## config.mk

```make
export PLATFORM = sky130hd
export DESIGN_NAME = epoch_seconds_to_calendar_core_flat
export DESIGN_NICKNAME = d
export VERILOG_FILES = /design/src/hw/rtl/e2c_pkg.sv /design/src/hw/rtl/e2c_seconds_if.sv /design/src/hw/rtl/e2c_date_if.sv /design/src/hw/rtl/e2c_serial_div.sv /design/src/hw/rtl/epoch_seconds_to_calendar_core.sv /design/src/flat_wrapper.sv
export SDC_FILE = /design/constraint.sdc
export NUM_CORES = 1
export LEC_CHECK = 0
export ABC_AREA = 1
export BUFFER_PORTS_ARGS = -buffer_cell sky130_fd_sc_hd__buf_2
export CAP_MARGIN = 10
export CELL_PAD_IN_SITES_DETAIL_PLACEMENT = 0
export CELL_PAD_IN_SITES_GLOBAL_PLACEMENT = 1
export CORE_MARGIN = 2
export CORE_UTILIZATION = 50
export CTS_BUF_LIST = sky130_fd_sc_hd__clkbuf_16
export CTS_CLUSTER_DIAMETER = 200
export DETAILED_ROUTE_END_ITERATION = 16
export PLACE_DENSITY_LB_ADDON = 0.2
export SYNTH_ARGS = -nofsm -noshare
export SYNTH_HDL_FRONTEND = slang
export SYNTH_SLANG_ARGS = --single-unit
```

## constraint.sdc

```tcl
create_clock -name clk -period 7.4 [get_ports clk]
set_clock_uncertainty 0.05 [all_clocks]
set_input_delay 0.37 -clock clk [delete_from_list [all_inputs] [get_ports clk]]
set_output_delay 0.37 -clock clk [all_outputs]
set_load 0.01 [all_outputs]
```

## src/hw/rtl/e2c_pkg.sv

```systemverilog
// ----------------------------------------------------------------------------
// e2c_pkg
// Shared types, constants and calendar tables for the epoch seconds to
// calendar converter.
// ----------------------------------------------------------------------------
package e2c_pkg;

    // Field widths
    localparam int SECS_W  = 32;
    localparam int SEC_W   = 6;
    localparam int MIN_W   = 6;
    localparam int HOUR_W  = 5;
    localparam int DAY_W   = 5;
    localparam int MONTH_W = 4;
    localparam int YEAR_W  = 12;

    // Serial divider widths: remainder holds any divisor, quotient word is the input
    localparam int REM_W = 17;
    localparam int NUM_W = 32;

    // Divisors
    localparam logic [REM_W-1:0] SECS_PER_DAY = 17'd86400;
    localparam logic [REM_W-1:0] SIXTY        = 17'd60;
    localparam logic [REM_W-1:0] PLAIN_YEAR   = 17'd365;
    localparam logic [REM_W-1:0] CYCLE_DAYS   = 17'd1461;

    // Calendar constants
    localparam logic [15:0]       PLAIN_DAYS    = 16'd730;
    localparam logic [YEAR_W-1:0] FIRST_YEAR    = 12'd1970;
    localparam logic [YEAR_W-1:0] FIRST_CYCLE   = 12'd1972;
    localparam logic [YEAR_W-1:0] LAST_OK_YEAR  = 12'd2099;
    localparam logic [10:0]       LEAP_FOLD_DOY = 11'd59;
    localparam logic [MONTH_W-1:0] FEBRUARY     = 4'd1;
    localparam logic [MONTH_W-1:0] DECEMBER     = 4'd11;
    localparam logic [1:0]        LAST_CYCLE_YEAR = 2'd3;

    // Control from the sequencer to the serial divider
    typedef struct packed {
        logic load;
        logic step;
    } div_ctrl_t;

    // Days in each year of a four-year cycle that opens with a leap year
    function automatic logic [8:0] cycle_year_len(input logic [1:0] k);
        logic [8:0] len;
        case (k)
            2'd0:    len = 9'd366;
            default: len = 9'd365;
        endcase
        return len;
    endfunction

    // Days in each month of a common year, January is zero
    function automatic logic [4:0] month_len(input logic [MONTH_W-1:0] mon);
        logic [4:0] len;
        case (mon) inside
            4'd1:                      len = 5'd28;
            4'd3, 4'd5, 4'd8, 4'd10:   len = 5'd30;
            default:                   len = 5'd31;
        endcase
        return len;
    endfunction

endpackage

```

## src/hw/rtl/e2c_seconds_if.sv

```systemverilog
// ----------------------------------------------------------------------------
// e2c_seconds_if
// Valid/ready channel carrying a count of seconds since 1970-01-01 00:00:00.
// ----------------------------------------------------------------------------
interface e2c_seconds_if;
    logic                       valid;
    logic                       ready;
    logic [e2c_pkg::SECS_W-1:0] epoch_seconds;

    modport source (output valid, output epoch_seconds, input ready);
    modport sink   (input valid, input epoch_seconds, output ready);
endinterface

```

## src/hw/rtl/e2c_date_if.sv

```systemverilog
// ----------------------------------------------------------------------------
// e2c_date_if
// Valid/ready channel carrying a calendar date and time of day.
// ----------------------------------------------------------------------------
interface e2c_date_if;
    logic                        valid;
    logic                        ready;
    logic [e2c_pkg::SEC_W-1:0]   second;
    logic [e2c_pkg::MIN_W-1:0]   minute;
    logic [e2c_pkg::HOUR_W-1:0]  hour;
    logic [e2c_pkg::DAY_W-1:0]   day;
    logic [e2c_pkg::MONTH_W-1:0] month;
    logic [e2c_pkg::YEAR_W-1:0]  year;
    logic                        out_of_range;

    modport source (output valid, output second, output minute, output hour,
                    output day, output month, output year, output out_of_range,
                    input ready);
    modport sink   (input valid, input second, input minute, input hour,
                    input day, input month, input year, input out_of_range,
                    output ready);
endinterface

```

## src/hw/rtl/e2c_serial_div.sv

```systemverilog
// ----------------------------------------------------------------------------
// e2c_serial_div
// Restoring divider, one quotient bit per cycle with step set. The dividend
// is loaded left-aligned; quotient bits shift in at the bottom as dividend
// bits leave the top, so after n steps the low n bits hold the quotient.
// ----------------------------------------------------------------------------
module e2c_serial_div (
    input  logic                       clk,
    input  e2c_pkg::div_ctrl_t         ctrl,
    input  logic [e2c_pkg::REM_W-1:0]  load_rem,
    input  logic [e2c_pkg::NUM_W-1:0]  load_num,
    input  logic [e2c_pkg::REM_W-1:0]  divisor,
    output logic [e2c_pkg::NUM_W-1:0]  quo,
    output logic [e2c_pkg::REM_W-1:0]  rem
);
    import e2c_pkg::*;

    logic [NUM_W-1:0] num_reg;
    logic [REM_W-1:0] rem_reg;
    logic [REM_W:0]   trial;
    logic [REM_W:0]   diff;

    // Bring down the next dividend bit and try the subtraction
    assign trial = {rem_reg, num_reg[NUM_W-1]};
    assign diff  = trial - {1'b0, divisor};

    // Load operands or advance one bit
    always_ff @(posedge clk)
    begin
        if (ctrl.load)
        begin
            rem_reg <= load_rem;
            num_reg <= load_num;
        end
        else if (ctrl.step)
        begin
            if (diff[REM_W])
            begin
                rem_reg <= trial[REM_W-1:0];
                num_reg <= {num_reg[NUM_W-2:0], 1'b0};
            end
            else
            begin
                rem_reg <= diff[REM_W-1:0];
                num_reg <= {num_reg[NUM_W-2:0], 1'b1};
            end
        end
    end

    assign quo = num_reg;
    assign rem = rem_reg;

endmodule

```

## src/hw/rtl/epoch_seconds_to_calendar_core.sv

```systemverilog
// ----------------------------------------------------------------------------
// epoch_seconds_to_calendar_core
// Converts seconds since 1970-01-01 00:00:00 into second, minute, hour, day,
// month and year under the every-fourth-year leap rule.
// ----------------------------------------------------------------------------
// A conversion runs four divisions on a single bit-serial restoring divider
// (16 steps by 86400, 17 and 11 steps by 60, then 10 steps by 365 or 16
// steps by 1461) at one quotient bit per cycle, each followed by an unload,
// then a year walk in the four-year cycle, a leap-day fold, a month walk and
// a load into the output register.
// One item is in flight at a time; the input is ready again as soon as the
// previous result lands in the output register, even while that result waits
// to be taken.
// Results past 2099-12-31 23:59:59 are still converted by the same rule and
// carry out_of_range.
module epoch_seconds_to_calendar_core (
    input  logic          clk,
    input  logic          rst_n,
    e2c_seconds_if.sink   seconds_ch,
    e2c_date_if.source    date_ch
);
    import e2c_pkg::*;

    typedef enum logic [8:0] {
        ST_IDLE  = 9'b000000001,
        ST_DAY   = 9'b000000010,
        ST_SEC   = 9'b000000100,
        ST_MIN   = 9'b000001000,
        ST_YEAR  = 9'b000010000,
        ST_CYCLE = 9'b000100000,
        ST_LEAP  = 9'b001000000,
        ST_MONTH = 9'b010000000,
        ST_DONE  = 9'b100000000
    } state_t;

    state_t             state_reg, state_next;
    logic [4:0]         cnt_reg, cnt_next;
    logic               out_valid_reg, out_valid_next;

    logic [15:0]        days_reg, days_next;
    logic               plain_reg, plain_next;
    logic [YEAR_W-1:0]  year_reg, year_next;
    logic [10:0]        doy_reg, doy_next;
    logic [1:0]         k_reg, k_next;
    logic [MONTH_W-1:0] mon_reg, mon_next;
    logic               leap_reg, leap_next;
    logic [SEC_W-1:0]   sec_reg, sec_next;
    logic [MIN_W-1:0]   min_reg, min_next;
    logic [HOUR_W-1:0]  hour_reg, hour_next;

    logic [SEC_W-1:0]   o_sec_reg;
    logic [MIN_W-1:0]   o_min_reg;
    logic [HOUR_W-1:0]  o_hour_reg;
    logic [DAY_W-1:0]   o_day_reg;
    logic [MONTH_W-1:0] o_month_reg;
    logic [YEAR_W-1:0]  o_year_reg;
    logic               o_oor_reg;

    div_ctrl_t          div_ctrl;
    logic [REM_W-1:0]   div_load_rem;
    logic [NUM_W-1:0]   div_load_num;
    logic [REM_W-1:0]   div_divisor;
    logic [NUM_W-1:0]   div_quo;
    logic [REM_W-1:0]   div_rem;

    logic               in_xfer;
    logic               out_load;
    logic [15:0]        rest_days;
    logic [8:0]         cyc_len;
    logic [4:0]         mon_len;

    assign in_xfer  = seconds_ch.valid && seconds_ch.ready;
    assign out_load = (state_reg == ST_DONE) && (!out_valid_reg || date_ch.ready);
    assign rest_days = days_reg - PLAIN_DAYS;
    assign cyc_len   = cycle_year_len(k_reg);
    assign mon_len   = month_len(mon_reg);

    // Select the divisor for the current division
    always_comb
    begin
        case (state_reg)
            ST_DAY:  div_divisor = SECS_PER_DAY;
            ST_YEAR: div_divisor = plain_reg ? PLAIN_YEAR : CYCLE_DAYS;
            default: div_divisor = SIXTY;
        endcase
    end

    e2c_serial_div u_div (
        .clk      (clk),
        .ctrl     (div_ctrl),
        .load_rem (div_load_rem),
        .load_num (div_load_num),
        .divisor  (div_divisor),
        .quo      (div_quo),
        .rem      (div_rem)
    );

    // Sequence the divisions and the calendar walks
    always_comb
    begin
        state_next   = state_reg;
        cnt_next     = cnt_reg;
        days_next    = days_reg;
        plain_next   = plain_reg;
        year_next    = year_reg;
        doy_next     = doy_reg;
        k_next       = k_reg;
        mon_next     = mon_reg;
        leap_next    = leap_reg;
        sec_next     = sec_reg;
        min_next     = min_reg;
        hour_next    = hour_reg;
        div_ctrl     = '0;
        div_load_rem = '0;
        div_load_num = '0;

        unique case (state_reg)
            ST_IDLE:
            begin
                // Preload the top half as partial remainder, it is below 86400
                if (in_xfer)
                begin
                    div_ctrl.load = 1'b1;
                    div_load_rem  = {1'b0, seconds_ch.epoch_seconds[31:16]};
                    div_load_num  = {seconds_ch.epoch_seconds[15:0], 16'b0};
                    cnt_next      = 5'd16;
                    state_next    = ST_DAY;
                end
            end
            ST_DAY:
            begin
                if (cnt_reg != 5'd0)
                begin
                    div_ctrl.step = 1'b1;
                    cnt_next      = cnt_reg - 5'd1;
                end
                else
                begin
                    days_next     = div_quo[15:0];
                    div_ctrl.load = 1'b1;
                    div_load_num  = {div_rem, 15'b0};
                    cnt_next      = 5'd17;
                    state_next    = ST_SEC;
                end
            end
            ST_SEC:
            begin
                if (cnt_reg != 5'd0)
                begin
                    div_ctrl.step = 1'b1;
                    cnt_next      = cnt_reg - 5'd1;
                end
                else
                begin
                    sec_next      = div_rem[SEC_W-1:0];
                    div_ctrl.load = 1'b1;
                    div_load_num  = {div_quo[10:0], 21'b0};
                    cnt_next      = 5'd11;
                    state_next    = ST_MIN;
                end
            end
            ST_MIN:
            begin
                if (cnt_reg != 5'd0)
                begin
                    div_ctrl.step = 1'b1;
                    cnt_next      = cnt_reg - 5'd1;
                end
                else
                begin
                    min_next      = div_rem[MIN_W-1:0];
                    hour_next     = div_quo[HOUR_W-1:0];
                    div_ctrl.load = 1'b1;
                    if (days_reg < PLAIN_DAYS)
                    begin
                        plain_next   = 1'b1;
                        div_load_num = {days_reg[9:0], 22'b0};
                        cnt_next     = 5'd10;
                    end
                    else
                    begin
                        plain_next   = 1'b0;
                        div_load_num = {rest_days, 16'b0};
                        cnt_next     = 5'd16;
                    end
                    state_next = ST_YEAR;
                end
            end
            ST_YEAR:
            begin
                if (cnt_reg != 5'd0)
                begin
                    div_ctrl.step = 1'b1;
                    cnt_next      = cnt_reg - 5'd1;
                end
                else
                begin
                    doy_next = div_rem[10:0];
                    k_next   = 2'd0;
                    if (plain_reg)
                    begin
                        year_next  = FIRST_YEAR + {11'b0, div_quo[0]};
                        state_next = ST_LEAP;
                    end
                    else
                    begin
                        year_next  = FIRST_CYCLE + {4'b0, div_quo[5:0], 2'b00};
                        state_next = ST_CYCLE;
                    end
                end
            end
            ST_CYCLE:
            begin
                // Walk 366, 365, 365 through the four-year cycle
                if (k_reg != LAST_CYCLE_YEAR && doy_reg >= {2'b0, cyc_len})
                begin
                    doy_next  = doy_reg - {2'b0, cyc_len};
                    year_next = year_reg + 12'd1;
                    k_next    = k_reg + 2'd1;
                end
                else
                begin
                    state_next = ST_LEAP;
                end
            end
            ST_LEAP:
            begin
                // Fold day 59 onward back by one in a leap year
                leap_next  = (year_reg[1:0] == 2'b00) && (doy_reg >= LEAP_FOLD_DOY);
                doy_next   = doy_reg - {10'b0, leap_next};
                mon_next   = '0;
                state_next = ST_MONTH;
            end
            ST_MONTH:
            begin
                if (mon_reg != DECEMBER && doy_reg >= {6'b0, mon_len})
                begin
                    doy_next = doy_reg - {6'b0, mon_len};
                    mon_next = mon_reg + 4'd1;
                end
                else
                begin
                    state_next = ST_DONE;
                end
            end
            ST_DONE:
            begin
                if (out_load)
                begin
                    state_next = ST_IDLE;
                end
            end
            default:
            begin
                state_next = ST_IDLE;
            end
        endcase
    end

    // Hold the result until the sink takes it
    assign out_valid_next = out_load || (out_valid_reg && !date_ch.ready);

    // Control state
    always_ff @(posedge clk or negedge rst_n)
    begin
        if (!rst_n)
        begin
            state_reg     <= ST_IDLE;
            cnt_reg       <= '0;
            out_valid_reg <= 1'b0;
        end
        else
        begin
            state_reg     <= state_next;
            cnt_reg       <= cnt_next;
            out_valid_reg <= out_valid_next;
        end
    end

    // Working payload
    always_ff @(posedge clk)
    begin
        days_reg  <= days_next;
        plain_reg <= plain_next;
        year_reg  <= year_next;
        doy_reg   <= doy_next;
        k_reg     <= k_next;
        mon_reg   <= mon_next;
        leap_reg  <= leap_next;
        sec_reg   <= sec_next;
        min_reg   <= min_next;
        hour_reg  <= hour_next;
    end

    // Output register; restore February 29 on the way out
    always_ff @(posedge clk)
    begin
        if (out_load)
        begin
            o_sec_reg   <= sec_reg;
            o_min_reg   <= min_reg;
            o_hour_reg  <= hour_reg;
            o_day_reg   <= doy_reg[DAY_W-1:0] + 5'd1
                           + {4'b0, leap_reg && (mon_reg == FEBRUARY)};
            o_month_reg <= mon_reg + 4'd1;
            o_year_reg  <= year_reg;
            o_oor_reg   <= year_reg > LAST_OK_YEAR;
        end
    end

    assign seconds_ch.ready     = (state_reg == ST_IDLE);
    assign date_ch.valid        = out_valid_reg;
    assign date_ch.second       = o_sec_reg;
    assign date_ch.minute       = o_min_reg;
    assign date_ch.hour         = o_hour_reg;
    assign date_ch.day          = o_day_reg;
    assign date_ch.month        = o_month_reg;
    assign date_ch.year         = o_year_reg;
    assign date_ch.out_of_range = o_oor_reg;

    // Checks
    a_start_day: assert property (@(posedge clk) disable iff (!rst_n)
        in_xfer |=> (state_reg == ST_DAY) && (cnt_reg == 5'd16))
        else $error("day division did not start after input transfer");

    a_day_fits: assert property (@(posedge clk) disable iff (!rst_n)
        (state_reg == ST_DAY) && (cnt_reg == 5'd0) |-> (div_quo[31:16] == 16'd0))
        else $error("day count overflows 16 bits");

    a_cycle_walk: assert property (@(posedge clk) disable iff (!rst_n)
        (state_reg == ST_CYCLE) |-> !plain_reg)
        else $error("cycle walk entered for a plain year");

    a_month_ok: assert property (@(posedge clk) disable iff (!rst_n)
        (state_reg == ST_DONE) |-> (mon_reg <= DECEMBER) && (doy_reg < 11'd31))
        else $error("month walk left an invalid month or day");

    a_out_gate: assert property (@(posedge clk) disable iff (!rst_n)
        out_load |-> !out_valid_reg || date_ch.ready)
        else $error("result overwritten before transfer");

endmodule
```

## src/flat_wrapper.sv

```systemverilog
// flat-port wrapper written by rule: the top's interface ports become plain ports
module epoch_seconds_to_calendar_core_flat import e2c_pkg::*;
  (clk, rst_n, seconds_ch_valid, seconds_ch_epoch_seconds, seconds_ch_ready, date_ch_valid, date_ch_second, date_ch_minute, date_ch_hour, date_ch_day, date_ch_month, date_ch_year, date_ch_out_of_range, date_ch_ready);
  e2c_seconds_if seconds_ch_i ();
  e2c_date_if date_ch_i ();
  input  logic clk;
  input  logic rst_n;
  input wire logic [$bits(seconds_ch_i.valid)-1:0] seconds_ch_valid;
  input wire logic [$bits(seconds_ch_i.epoch_seconds)-1:0] seconds_ch_epoch_seconds;
  output wire logic [$bits(seconds_ch_i.ready)-1:0] seconds_ch_ready;
  output wire logic [$bits(date_ch_i.valid)-1:0] date_ch_valid;
  output wire logic [$bits(date_ch_i.second)-1:0] date_ch_second;
  output wire logic [$bits(date_ch_i.minute)-1:0] date_ch_minute;
  output wire logic [$bits(date_ch_i.hour)-1:0] date_ch_hour;
  output wire logic [$bits(date_ch_i.day)-1:0] date_ch_day;
  output wire logic [$bits(date_ch_i.month)-1:0] date_ch_month;
  output wire logic [$bits(date_ch_i.year)-1:0] date_ch_year;
  output wire logic [$bits(date_ch_i.out_of_range)-1:0] date_ch_out_of_range;
  input wire logic [$bits(date_ch_i.ready)-1:0] date_ch_ready;
  assign seconds_ch_i.valid = seconds_ch_valid;
  assign seconds_ch_i.epoch_seconds = seconds_ch_epoch_seconds;
  assign seconds_ch_ready = seconds_ch_i.ready;
  assign date_ch_valid = date_ch_i.valid;
  assign date_ch_second = date_ch_i.second;
  assign date_ch_minute = date_ch_i.minute;
  assign date_ch_hour = date_ch_i.hour;
  assign date_ch_day = date_ch_i.day;
  assign date_ch_month = date_ch_i.month;
  assign date_ch_year = date_ch_i.year;
  assign date_ch_out_of_range = date_ch_i.out_of_range;
  assign date_ch_i.ready = date_ch_ready;
  epoch_seconds_to_calendar_core u_core (.clk(clk), .rst_n(rst_n), .seconds_ch(seconds_ch_i), .date_ch(date_ch_i));
endmodule
```

# Word-level counts from Yosys, hierarchy flattened
# Cells that the tools add are included.
# Widths: inputs -> output; s select.
# op_classes
n_addsub,13
n_lt_le_gt_ge,5
eq_ne,27
n_mux,55
bitwise_logic,1
reduce_logical,30
# op_table
cell,count
$mux 32,7
$pmux 32 s4,1
$pmux 9 s9,1
$mux 9,8
$mux 17,4
$mux 11,4
$pmux 11 s4,1
$mux 12,3
$pmux 17 s2,1
$mux 5,6
$pmux 5 s5,1
$pmux 12 s2,1
$sub 18x17->18,1
$lt 16x10->1 const B,1
$mux 16,1
$ne 2x2->1 const B,8
$sub 16x10->16 const B,1
$add 11x1->12 const A,1
$add 11x8->12 const A,1
$add 12x1->12 const B,1
$gt 12x12->1 const B,1
$ge 11x5->1,1
$ge 11x6->1 const B,1
$ge 11x9->1,1
44 further kinds,74
# word_totals
reg_bits,167
input_bits,36
out_inout_bits,41

# Depth between registers and ports, before layout
# Gate-level depths: netlist (run 1).
# logic_depth
ltp_word,8
depth_mapped,22
depth_no_buf,21

# By module
# From an unflattened synthesis (run 1), not the netlist that was laid out.
# hier_totals
hier_cells,1377
hier_area_um2,10981.8
# by_module_without_submodules
mod,instances,cells_per_inst,area_each_um2,seq_area_each_um2
epoch_seconds_to_calendar_core,1,873,7255.7,3469.6
e2c_serial_div,1,504,3726.1,1471.4

# Worst setup path before layout (run 1)
# OpenSTA, ideal clock, no wires.
# synth_path
path_type,register to register
startpoint,reg u_core.cnt_reg[0]
endpoint,reg u_core.cnt_reg[2]
setup_time_ps,93
arrival_time_ps,3165
t_required_ps,7257
path_slack_ps,4092
path_stages_with_launch,15
path_cell_list,dfrtp_1 inv_1 ha_1 inv_1 nor3_1 nand2_1 nor2_2 inv_2 nand2_1 nor3_4 nand2_2 inv_2 o21ai_1 nand2_1 a31oi_1
# synth_between
elab_chain_cells,3
# synth_lines
element,line_no,source
from (decl),epoch_seconds_to_calendar_core.sv:37,"logic [4:0] cnt_reg, cnt_next;"
from (signal assigned),epoch_seconds_to_calendar_core.sv:275,cnt_reg <= cnt_next;
$sub 5x1->5 / $reduce_bool 5->1 (equally long branches),n/a,
"$mux 5, or another cell as far along",epoch_seconds_to_calendar_core.sv:191,if (cnt_reg != 5'd0)
$pmux 5 s5 / $reduce_and 3->1 (equally long branches),n/a,
# Parallel ways exist; a longest one is shown, timed or not. The select of a mux whose other input is x is not followed.
# A chain may end at the register's enable or synchronous reset.

# Final worst setup path (run 1)
# layout_path
startpoint,reg u_core.cnt_reg[0]
endpoint,"reg u_core.u_div.num_reg[30], in the netlist u_core.u_div.quo[30], data pin"
# layout_between
elab_chain_cells,4
# layout_lines
element,line_no,source
$reduce_bool 5->1 *,"epoch_seconds_to_calendar_core.sv:132, epoch_seconds_to_calendar_core.sv:148, epoch_seconds_to_calendar_core.sv:164",
"$mux 32, or another cell as far along",epoch_seconds_to_calendar_core.sv:164,if (cnt_reg != 5'd0)
$pmux 32 s4 / $pmux 1 s2 (equally long branches),epoch_seconds_to_calendar_core.sv:117,unique case (state_reg)
$mux 32 *,e2c_serial_div.sv:30,if (ctrl.load)
to (signal assigned),e2c_serial_div.sv:33,num_reg <= load_num;
to (signal assigned),e2c_serial_div.sv:40,"num_reg <= {num_reg[NUM_W-2:0], 1'b0};"
to (signal assigned),e2c_serial_div.sv:45,"num_reg <= {num_reg[NUM_W-2:0], 1'b1};"
to (decl),e2c_serial_div.sv:18,logic [NUM_W-1:0] num_reg;
# Mark *: on every way between the ends. The rest lies on a longest branch, timed or not.

==> results of run 1 <==
report_power, final:
group	internal, µW	switching (µW)	total [µW]
Clock	453	433	887
Combinational	561	1190	1760
Sequential	1400	178	1580
cells by family (layout without fill, tap and decap cells):
family / Yosys count / after routing / synth area share [%]
flops: 167 / 167 / 50.32
compound gates: 158 / 158 / 9.939
fa+ha+maj: 31 / 31 / 4.103
xor+xnor: 29 / 29 / 2.587
simple gates: 544 / 544 / 25.32
buf+inv: 196 / 291 / 7.734
synthesized netlist by cell type (12+ instances only):
master	count
nand3_1	87
ha_1	29
nand4_1	19
edfxtp_1	152
a21oi_1	35
o2111ai_1	12
dfrtp_1	14
nand2_1	227
inv_1	162
xor2_1	23
o21ai_0	56
nor2_1	135
nor3_1	28
timing repair:
action	CTS	global route
endpoints found under the hold margin	14	0
endpoints found under the setup margin	0	0
gates resized for setup	0	0
hold buffers	1	0
cell type report:
cell class / instances / area [µm²] / area share (%)
Sequential cell: 167 / 4941 / 44.54
Multi-Input combinational cell: 762 / 4133 / 37.25
Inverter: 175 / 656.9 / 5.922
Timing Repair Buffer: 84 / 442.9 / 3.993
Clock buffer: 17 / 425.4 / 3.835
Tap cell: 265 / 331.6 / 2.989
Clock inverter: 15 / 162.7 / 1.466
through the flow:
step           cell area, µm²  hold WS [ps]  util (%)  instances
4_1_cts                 11090         97.33     57.19       1485
3_3_place_gp            10500         263.4     54.10       1452
3_5_place_dp            10500         262.4     54.10       1452
5_1_grt                 11090         111.1     57.19       1485
6_report                11090         113.3     57.19       1485
2_1_floorplan            9819         24.41         -       1125
layout by cell type (no fill, tap or decap), types with 3 or more instances in the layout:
master and count:
a21boi_0 3, nor2_2 5, clkinv_8 3, a221oi_1 5, o211ai_1 4, a211oi_1 5
nand2_1 227, nor4_1 4, o22ai_1 7, or2_2 7, xor2_1 23, nand3_1 87
nand4_2 3, inv_2 11, a21oi_1 34, xnor2_1 6, ha_1 29, o31ai_1 4
nor2_4 6, nor3_1 28, nand2_4 5, edfxtp_1 152, nand4_1 19, buf_4 7
a31oi_1 10, clkinv_1 3, o21ai_0 56, o221ai_1 3, nand3_4 3, o2111ai_1 12
inv_8 6, buf_2 76, inv_1 162, clkbuf_16 17, nand2_2 9, nor2_1 133
dfrtp_1 14
worst min-delay path by stage:
| stage | to | start | slack, ps | cells past startpoint |
|---|---|---|---|---|
| 3_5_place_dp | u_core.cnt_reg[3] | rst_n | 260 | 1 |
| 3_3_place_gp | u_core.date_ch.valid | rst_n | 260 | 1 |
| 6_report | u_core.date_ch.valid | date_ch_ready | 110 | 2 |
| 5_1_grt | u_core.date_ch.valid | date_ch_ready | 110 | 2 |
| 4_1_cts | u_core.date_ch.valid | date_ch_ready | 100 | 2 |
| 2_1_floorplan | u_core.cnt_reg[0] | rst_n | 20 | 0 |
per-layer routing:
| layer | wire length, µm | track usage, % | vias to the layer above |
|---|---|---|---|
| li1 | - | - | 3994 |
| met2 | 11480 | 39.42 | 305 |
| met4 | 639 | 8.840 | 0 |
| met1 | 11380 | 36.09 | 3739 |
| met3 | 1653 | 4.172 | 45 |
| met5 | 0 | 0 | - |
==> summary.md, run 1 <==
| Metric | Value |
|---|---|
| Outcome | completed |
| Clock Latency Late Sink | 450 ps |
| Post-DP HPWL | 19.07 mm |
| Total track usage | 25.32% |
| Starting Density | 50.62% |
| Leakage power | 0.004735 µW |
| Vias in the first global route | 7488 |
| R2R Path Start | u_core.cnt_reg[0] |
| Input/output buffers | 76 |
| Antenna violations before repair | 0 |
| Layout area overhead | 12.97% |
| CP required | 7560 ps |
| Max Cap Viol | 0 |
| Setup repair after global routing missed its margin | no |
| Fin worst setup slack | 3231 ps |
| Global placement routability congestion | 0.9187 |
| Slew Viols, Final | 0 |
| Post-Syn Area | 9819 µm² |
| Vias per cell | 5.443 |
| Final Setup Violations | 0 |
| Crit path from | u_core.cnt_reg[0] |
| Syn. warnings | 0 |
| Total Nets Final | 1274 |
| DRC Markers | 0 |
| Syn avg cell area | 8.728 µm² |
| Die Wd | 144.1 µm |
| Crit start category | flip-flop |
| Post-Syn Instances | 1125 |
| Final Power | 4220 µW |
| Critical path endpoint | u_core.u_div.quo[30] |
| Routed via count | 8083 |
| Max VDD drop | 0.0002038 V |
| CTS root buffer | clkbuf_16 |
| 1st-iter DRT viols | 764 |
| Worst path top cell family by delay | simple AND/OR/NAND/NOR gates |
| Async SR Flop Fraction | 8.982% |
| Postcts setup bufs | 0 |
| Worst setup EP type | flip-flop |
| Row cnt | 51 |
| Pin count of the biggest net entering global routing | 52 |
| Total wire length | 25.16 mm |
| Reg-to-Reg End | u_core.u_div.quo[30] |
| Cts bufs inserted | 17 |
| Crit path max-delay cell type | nor2_2 |
| Power per cell area | 380.4 nW/µm² |
| Slew HR | 33.53% |
| Die area | 20780 µm² |
| Max reg flops | 32 |
| Die Ht | 144.1 µm |
| Ranking of synthesized cells by area | edfxtp_1 (46%), nand2_1 (8.7%), inv_1 (6.2%), nor2_1 (5.2%), nand3_1 (4.4%) |
| Per-cell routed wire length | 16.94 µm |
| Seq/Total Area, Yosys | 50.32% |
| Synth Flop Type | edfxtp_1 |
| Yosys top cell by area | edfxtp_1 |
| FILL cells | 1820 |
| Fin crit share | 56.34% |
| First-pass iteration count of the detailed router | 5 |
| ANT nets after route | 0 |
| WP depth | 14 |
| ANT cells | 0 |
| Hold Fails Final Rpt | 0 |
| Global-route wire length before repair | 39.72 mm |
| Core Area | 19400 µm² |
| CTS clk-pin slew, worst paths | 80 ps |
| Bufs and invs on worst path | 5 |
| R2r setup slk | 3230 ps |
| Clk sinks | 167 |
| Yosys reg bits | 167 |
| Global route overflow | 0 |
| Worst-Margin Slew | 994.7 ps |
| Layout cell share with drive strength beyond 1 | 14.02% |
| R2R depth | 14 |
| Maximum buffer depth of the clock tree | 2 |
| CTS tree | yes |
| Kind of critical path | flip-flop to flip-flop |
| Final min period | 4169 ps |
| Mapped Nets | 1192 |
| Setup TNS | 0 ps |
| CP max FO | 36 |
| Synth unique cells | 56 |
| Crit-path cells | inv_1 > ha_1 > inv_1 > nor3_1 > nand2_1 > nor2_2 > inv_2 > nand2_1 > nor3_4 > buf_4 > inv_2 > o2111ai_1 > a21oi_1 > a21oi_1 |
| Hold WC Path Type | input port to flip-flop |
| Pre-CTS WS | 3203 ps |
| CP peak stage delay | 850 ps |
| Top-Level Pins | 77 |
| Crit path arrival time | 4330 ps |
| Max frequency | 239.8 MHz |
| Number of synthesized flops with an enable pin | 152 |
| Top cell type's share of synthesized area | 46.48% |
| Depth of the CTS H-tree | 4 |
(Power assumes the default switching activity.)
==> run 2, diff against run 1 <==
CORE_UTILIZATION = 42   (was 50)
clock period = 3.4 ns   (was 7.4 ns; I/O delays follow)
==> summary.md, run 2 (synthesis results as in run 1) <==
| Metric | Value |
|---|---|
| Crit path arrival time | 3290 ps |
| Crit path max-delay cell type | edfxtp_1 |
| Outcome | completed |
| Top-Level Pins | 77 |
| Total track usage | 22.72% |
| Commonest non-fill, non-tap cell in the layout | nand2_1 |
| Depth of the CTS H-tree | 4 |
| Pre-CTS WS | 31.25 ps |
| Die area | 24620 µm² |
| CP max FO | 5 |
| Clk sinks | 167 |
| CTS root buffer | clkbuf_16 |
| Power per cell area | 819.6 nW/µm² |
| Hold Fails Final Rpt | 0 |
| Crit-path cells | ha_1 > inv_1 > nor2_1 > o31ai_1 > ha_1 > inv_1 > fa_1 > nand2_1 > nor2_1 > nor2_1 > inv_1 > nor2_1 > nand2_1 > a32o_1 > a31oi_1 > o21ai_0 |
| CTS clk-pin slew, worst paths | 70 ps |
| Post-DP Area | 10810 µm² |
| Top sig layer | met4 |
| Final Power | 9563 µW |
| CTS tree | yes |
| Met3 wire len | 1.367 mm |
| First-pass iteration count of the detailed router | 6 |
| Register Area | 4941 µm² |
| Routed via count | 8217 |
| Global-route wire length before repair | 42.54 mm |
| CP peak stage delay | 460 ps |
| Die Ht | 156.9 µm |
| ANT cells | 0 |
| Layout area overhead | 18.83% |
| Metal2 WL | 12.42 mm |
| Setup repair after global routing missed its margin | no |
| Max reg flops | 32 |
| Maximum buffer depth of the clock tree | 2 |
| Post-DP HPWL | 20.54 mm |
| Per-cell routed wire length | 17.13 µm |
| Global placement routability congestion | 0.8948 |
| Total Nets Final | 1320 |
| Antenna violations before repair | 0 |
| Fin crit share | 93.10% |
| Leakage power | 0.004962 µW |
| Vias in the first global route | 7745 |
| Pin count of the biggest net entering global routing | 33 |
| Bufs and invs on worst path | 3 |
| CP most frequent cell | nor2_1 |
| Multi-input gate area | 4210 µm² |
| Crit start category | flip-flop |
| Setup TNS | 0 ps |
| Core Area | 22780 µm² |
| Total wire length | 27.05 mm |
| WP depth | 16 |
| CP required | 3530 ps |
| Fin worst setup slack | 234.7 ps |
| Slew HR | 38.62% |
| ANT nets after route | 0 |
| Worst path top cell family by delay | adder cells |
| Starting Density | 43.11% |
| 1st-iter DRT viols | 729 |
| Worst-Margin Slew | 912.3 ps |
| Kind of critical path | flip-flop to flip-flop |
| Input/output buffers | 76 |
| Hold WC Path Type | input port to flip-flop |
| Slew Viols, Final | 0 |
| Hold Path Stages | 3 |
| Fin area | 11670 µm² |
| Postcts setup bufs | 0 |
| Global route overflow | 0 |
| DRC Markers | 0 |
| Row cnt | 55 |
| Clock Latency Late Sink | 430 ps |
| Max frequency | 315.9 MHz |
| Final min period | 3165 ps |
| Layout cell share with drive strength beyond 1 | 16.82% |
| Worst setup EP type | flip-flop |
| FILL cells | 2151 |
| Final Setup Violations | 0 |
| Max VDD drop | 0.0004403 V |
| R2R depth | 16 |
| Max Cap Viol | 0 |
| Vias per cell | 5.204 |
| Cts bufs inserted | 17 |
| Most frequent cells in the layout | nand2_1 (226), inv_1 (160), edfxtp_1 (152) |
| Die Wd | 156.9 µm |
| Met1 wire length | 12.86 mm |
==> run 2: cell types whose count changed in the layout (fill, tap and decap cells not counted), moves of 3 or more <==
| cell | change |
|---|---|
| buf_4 | +27 |
| dlygate4sd3_1 | +16 |
| nor2_1 | -6 |
| buf_12 | +3 |
| nor2_2 | +3 |
| nor2_4 | +3 |
==> run 2: stage by stage <==
stage / hold slack, ps / utilization [%] / std cells
4_1_cts: 11.39 / 50.88 / 1579
3_5_place_dp: 65.56 / 47.48 / 1530
3_3_place_gp: 68.43 / 47.48 / 1530
2_1_floorplan: -175.6 / - / 1125
5_1_grt: 17.89 / 51.23 / 1579
6_report: 22.00 / 51.23 / 1579
==> run 2: worst paths after layout <==
path	start	endpoint	slack, ps
max	u_core.mon_reg[0]	u_core.doy_reg[8]	230
min	seconds_ch_epoch_seconds[0]	u_core.u_div.quo[16]	20
max reg2reg	u_core.mon_reg[0]	u_core.doy_reg[8]	230
min reg2reg	u_core.min_reg[3]	u_core.date_ch.minute[3]	370
max in group asynchronous	rst_n	u_core.state_reg[0]	2850
min in group asynchronous	rst_n	u_core.date_ch.valid	140
==> run 2: power breakdown <==
part | internal (µW) | switching (µW) | total [µW] | leakage [µW]
registers | 3040 | 403 | 3440 | 0.00160
logic | 1410 | 2730 | 4130 | 0.00307
clock network | 1050 | 934 | 1990 | 0.000290
total | 5500 | 4060 | 9560 | 0.00496
==> run 2: cell type report <==
type                    count  area share (%)
flip-flops and latches    167           42.34
clock inverters            15           1.490
clock buffers              17           3.646
repair buffers            130           7.420
well taps                 313           3.356
inverters                 175           5.662
multi-input cells         762           36.08
==> run 2: what timing repair did <==
item	in CTS	in global routing
gates resized for setup	1	18
hold buffers	17	0
endpoints found under the hold margin	31	0
pin swaps	0	1
endpoints found under the setup margin	5	18
==> run 2: routing by layer <==
layer | vias up | GRT usage [%]
met5 | - | 0
met4 | 0 | 5.723
met3 | 30 | 3.552
met2 | 274 | 36.55
met1 | 3834 | 32.18
li1 | 4079 | -
==> run 2: tightest hold or removal path: stages <==
cell and delay (ps):
buf_2 70, nand2_1 50, o2111ai_1 90
==> run 3, diff against run 2 <==
ABC_AREA = unset   (was 1)
CORE_UTILIZATION = 43   (was 42)
==> summary.md, run 3 <==
| Metric | Value |
|---|---|
| Hold WC Path Type | input port to flip-flop |
| Net switching power | 3738 µW |
| CTS tree | yes |
| Post-Synth Simple-Gate Area | 16.20% |
| Number of synthesized flops with an enable pin | 152 |
| CP max FO | 5 |
| Fin crit share | 116.9% |
| Global-route wire length before repair | 38.90 mm |
| Hold Fails Final Rpt | 0 |
| Seq/Total Area, Yosys | 53.08% |
| Depth of the CTS H-tree | 4 |
| XOR/XNOR share of the synthesized area | 4.987% |
| Setup repair after global routing missed its margin | yes |
| Post-DP HPWL | 18.17 mm |
| Slew HR | 38.12% |
| Die Wd | 151.1 µm |
| Clk sinks | 167 |
| Synth unique cells | 76 |
| Worst hold start | seconds_ch_epoch_seconds[19] |
| Vias per cell | 5.624 |
| Mux share of post-synthesis cell area | 1.667% |
| 1st-iter DRT viols | 703 |
| Compound-Gate Fraction of Synth Area | 15.87% |
| Top cell type's share of synthesized area | 49.03% |
| Global placement routability congestion | 0.8889 |
| Layout area overhead | 23.96% |
| Most frequent cells after synthesis | edfxtp_1 (152), nand2_1 (95), nor2_1 (70) |
| Crit start category | flip-flop |
| Top-Level Pins | 77 |
| Clock Latency Late Sink | 430 ps |
| Register Area | 4941 µm² |
| Synth Area in Adders | 4.543% |
| First-pass iteration count of the detailed router | 5 |
| CTS clk-pin slew, worst paths | 70 ps |
| Power per cell area | 847.4 nW/µm² |
| Die area | 22840 µm² |
| Maximum buffer depth of the clock tree | 2 |
| Outcome | finished, violations left |
| Pin count of the biggest net entering global routing | 40 |
| Multi-input gate area | 4250 µm² |
| DRC Markers | 0 |
| Most common cell in the netlist | edfxtp_1 |
| Pre-CTS WS | -679.1 ps |
| Yosys reg bits | 167 |
| Syn. warnings | 0 |
| R2R Path Start | u_core.state_reg[3] |
| Hold Path Stages | 3 |
| Max frequency | 251.6 MHz |
| Fin worst setup slack | -575.0 ps |
| Total track usage | 22.39% |
| Total Nets Final | 1102 |
| Die Ht | 151.1 µm |
| FILL cells | 1935 |
| Clk network pwr share | 19.4% |
| Crit path from | u_core.state_reg[3] |
| ANT nets after route | 0 |
| Syn avg cell area | 10.66 µm² |
| Yosys top cell by area | edfxtp_1 |
| Total wire length | 24.82 mm |
| Commonest non-fill, non-tap cell in the layout | edfxtp_1 |
| Max reg flops | 32 |
| Per-cell routed wire length | 18.76 µm |
| Max VDD drop | 0.0007871 V |
| Cts bufs inserted | 17 |
| Synth Flop Type | edfxtp_1 |
| Comb power frac | 45.3% |
| CP required | 3540 ps |
| Crit path arrival time | 4110 ps |
| Final min period | 3975 ps |
| Post-Syn Area | 9309 µm² |
| Reg-to-Reg End | u_core.u_div.rem[8] |
| Core Area | 21150 µm² |
| Routed via count | 7441 |
| Async SR Flop Fraction | 8.982% |
| Utilization after layout | 54.55% |
| Crit path max-delay cell type | or4_4 |
| Max Cap Viol | 0 |
| Crit-path cells | or4_4 > or4_4 > inv_4 > nand2_4 > nand2_4 > ha_4 > a21oi_4 > o31ai_4 > or3_1 > and4b_4 > or3_4 > buf_6 > a31oi_4 > xnor2_2 > o21ai_1 |
| Antenna violations before repair | 0 |
| CP peak stage delay | 540 ps |
| Vias in the first global route | 7181 |
| Starting Density | 44.01% |
| Main combinational cell family by area after synthesis | simple AND/OR/NAND/NOR gates |
| Final Setup Violations | 18 |
| CTS root buffer | clkbuf_16 |
| Global route overflow | 0 |
| Post-Syn Instances | 873 |
| Failing checks | negative setup slack |
| Row cnt | 53 |
| Leakage power | 0.004464 µW |
| R2r setup slk | -570 ps |
| WHS Endpoint | u_core.u_div.rem[3] |
| Worst-Margin Slew | 921.3 ps |
| Worst path top cell family by delay | simple AND/OR/NAND/NOR gates |
| R2R depth | 15 |
| Layout cell share with drive strength beyond 1 | 24.71% |
| Bufs and invs on worst path | 2 |
| Kind of critical path | flip-flop to flip-flop |
| Switch share | 38.22% |
| Sequential share of power | 35.3% |
| ANT cells | 0 |
| Ranking of synthesized cells by area | edfxtp_1 (49%), ha_1 (3.9%), nand2_1 (3.8%), dfrtp_1 (3.8%), xnor2_1 (3.1%) |
| Input/output buffers | 76 |
| Slew Viols, Final | 0 |
| Most frequent cells in the layout | edfxtp_1 (152), buf_4 (99), nand2_1 (91) |
| Int Pwr | 6041 µW |
| Mapped Nets | 940 |
| Worst setup EP type | flip-flop |
==> run 3: worst reg2reg max path, delay by kind of cell, from the launching register on <==
family / cells / cell delay (ps)
adders and majority gates: 1 / 220
buffers and inverters: 2 / 260
xor gates and xnor gates: 1 / 130
AOI/OAI and AO/OA: 4 / 500
and+or+nand+nor: 7 / 2190
DFF: 1 / 380
==> run 3: cell type report <==
| class | instances | area share (%) |
|---|---|---|
| clock buffer | 17 | 3.686 |
| clock inverter | 15 | 1.301 |
| inverter | 35 | 1.160 |
| multi-input combinational | 625 | 36.83 |
| sequential | 167 | 42.82 |
| tap | 275 | 2.982 |
| timing repair buffer | 189 | 11.22 |
==> run 3: power by group through the flow <==
stage                     combinational, µW  clock [µW]  sequential (µW)
after global placement                 3960           0             3470
final                                  4430        1900             3450
after floorplan                        2680           0             3250
after CTS                              4260        1930             3440
after detailed placement               4020           0             3470
after global routing                   4880        2010             3490
==> run 3: through the flow <==
stage | total power (µW) | hold slack, ps | cell area, µm² | setup TNS (ps) | cells
finish | 9779 | 0.04888 | 11540 | -9234 | 1323
CTS | 9631 | 1.738 | 11460 | -8728 | 1319
floorplan | 5930 | -175.6 | 9371 | -11540 | 873
global route | 10380 | 13.87 | 11540 | -11150 | 1323
global placement | 7432 | 50.36 | 10660 | -9493 | 1273
detailed placement | 7496 | 58.62 | 10660 | -11040 | 1273
==> run 3: worst max path at each step <==
| stage | endpoint | depth (start not counted) | slack [ps] |
|---|---|---|---|
| CTS | u_core.u_div.rem[0] | 14 | -540 |
| global placement | u_core.u_div.rem[2] | 15 | -590 |
| detailed placement | u_core.u_div.rem[9] | 15 | -680 |
| finish | u_core.u_div.rem[8] | 15 | -570 |
| global route | u_core.u_div.rem[2] | 15 | -670 |
| floorplan | u_core.u_div.rem[12] | 17 | -720 |
==> run 3: repair_timing <==
action | in CTS | in global routing
endpoints found under the setup margin | 18 | 18
hold endpoints to repair | 24 | 0
gates resized for setup | 18 | 10
hold buffers | 10 | 0
pin swaps | 2 | 6
gates cloned | 0 | 1
setup buffers | 4 | 3
==> run 3: cells by family after synthesis <==
| kind of cell | after synthesis |
|---|---|
| muxes | 15 |
| and+or+nand+nor | 296 |
| buffers and inverters | 82 |
| DFF | 167 |
| xor gates and xnor gates | 53 |
| adders and majority gates | 33 |
| AOI/OAI and AO/OA | 227 |
==> run 3: metal layers <==
metal / part of all wire (%) / GRT usage, %
met1: 45 / 30.37
met2: 49 / 37.39
met3: 4.2 / 3.434
met4: 1.9 / 6.449
met5: 0 / 0
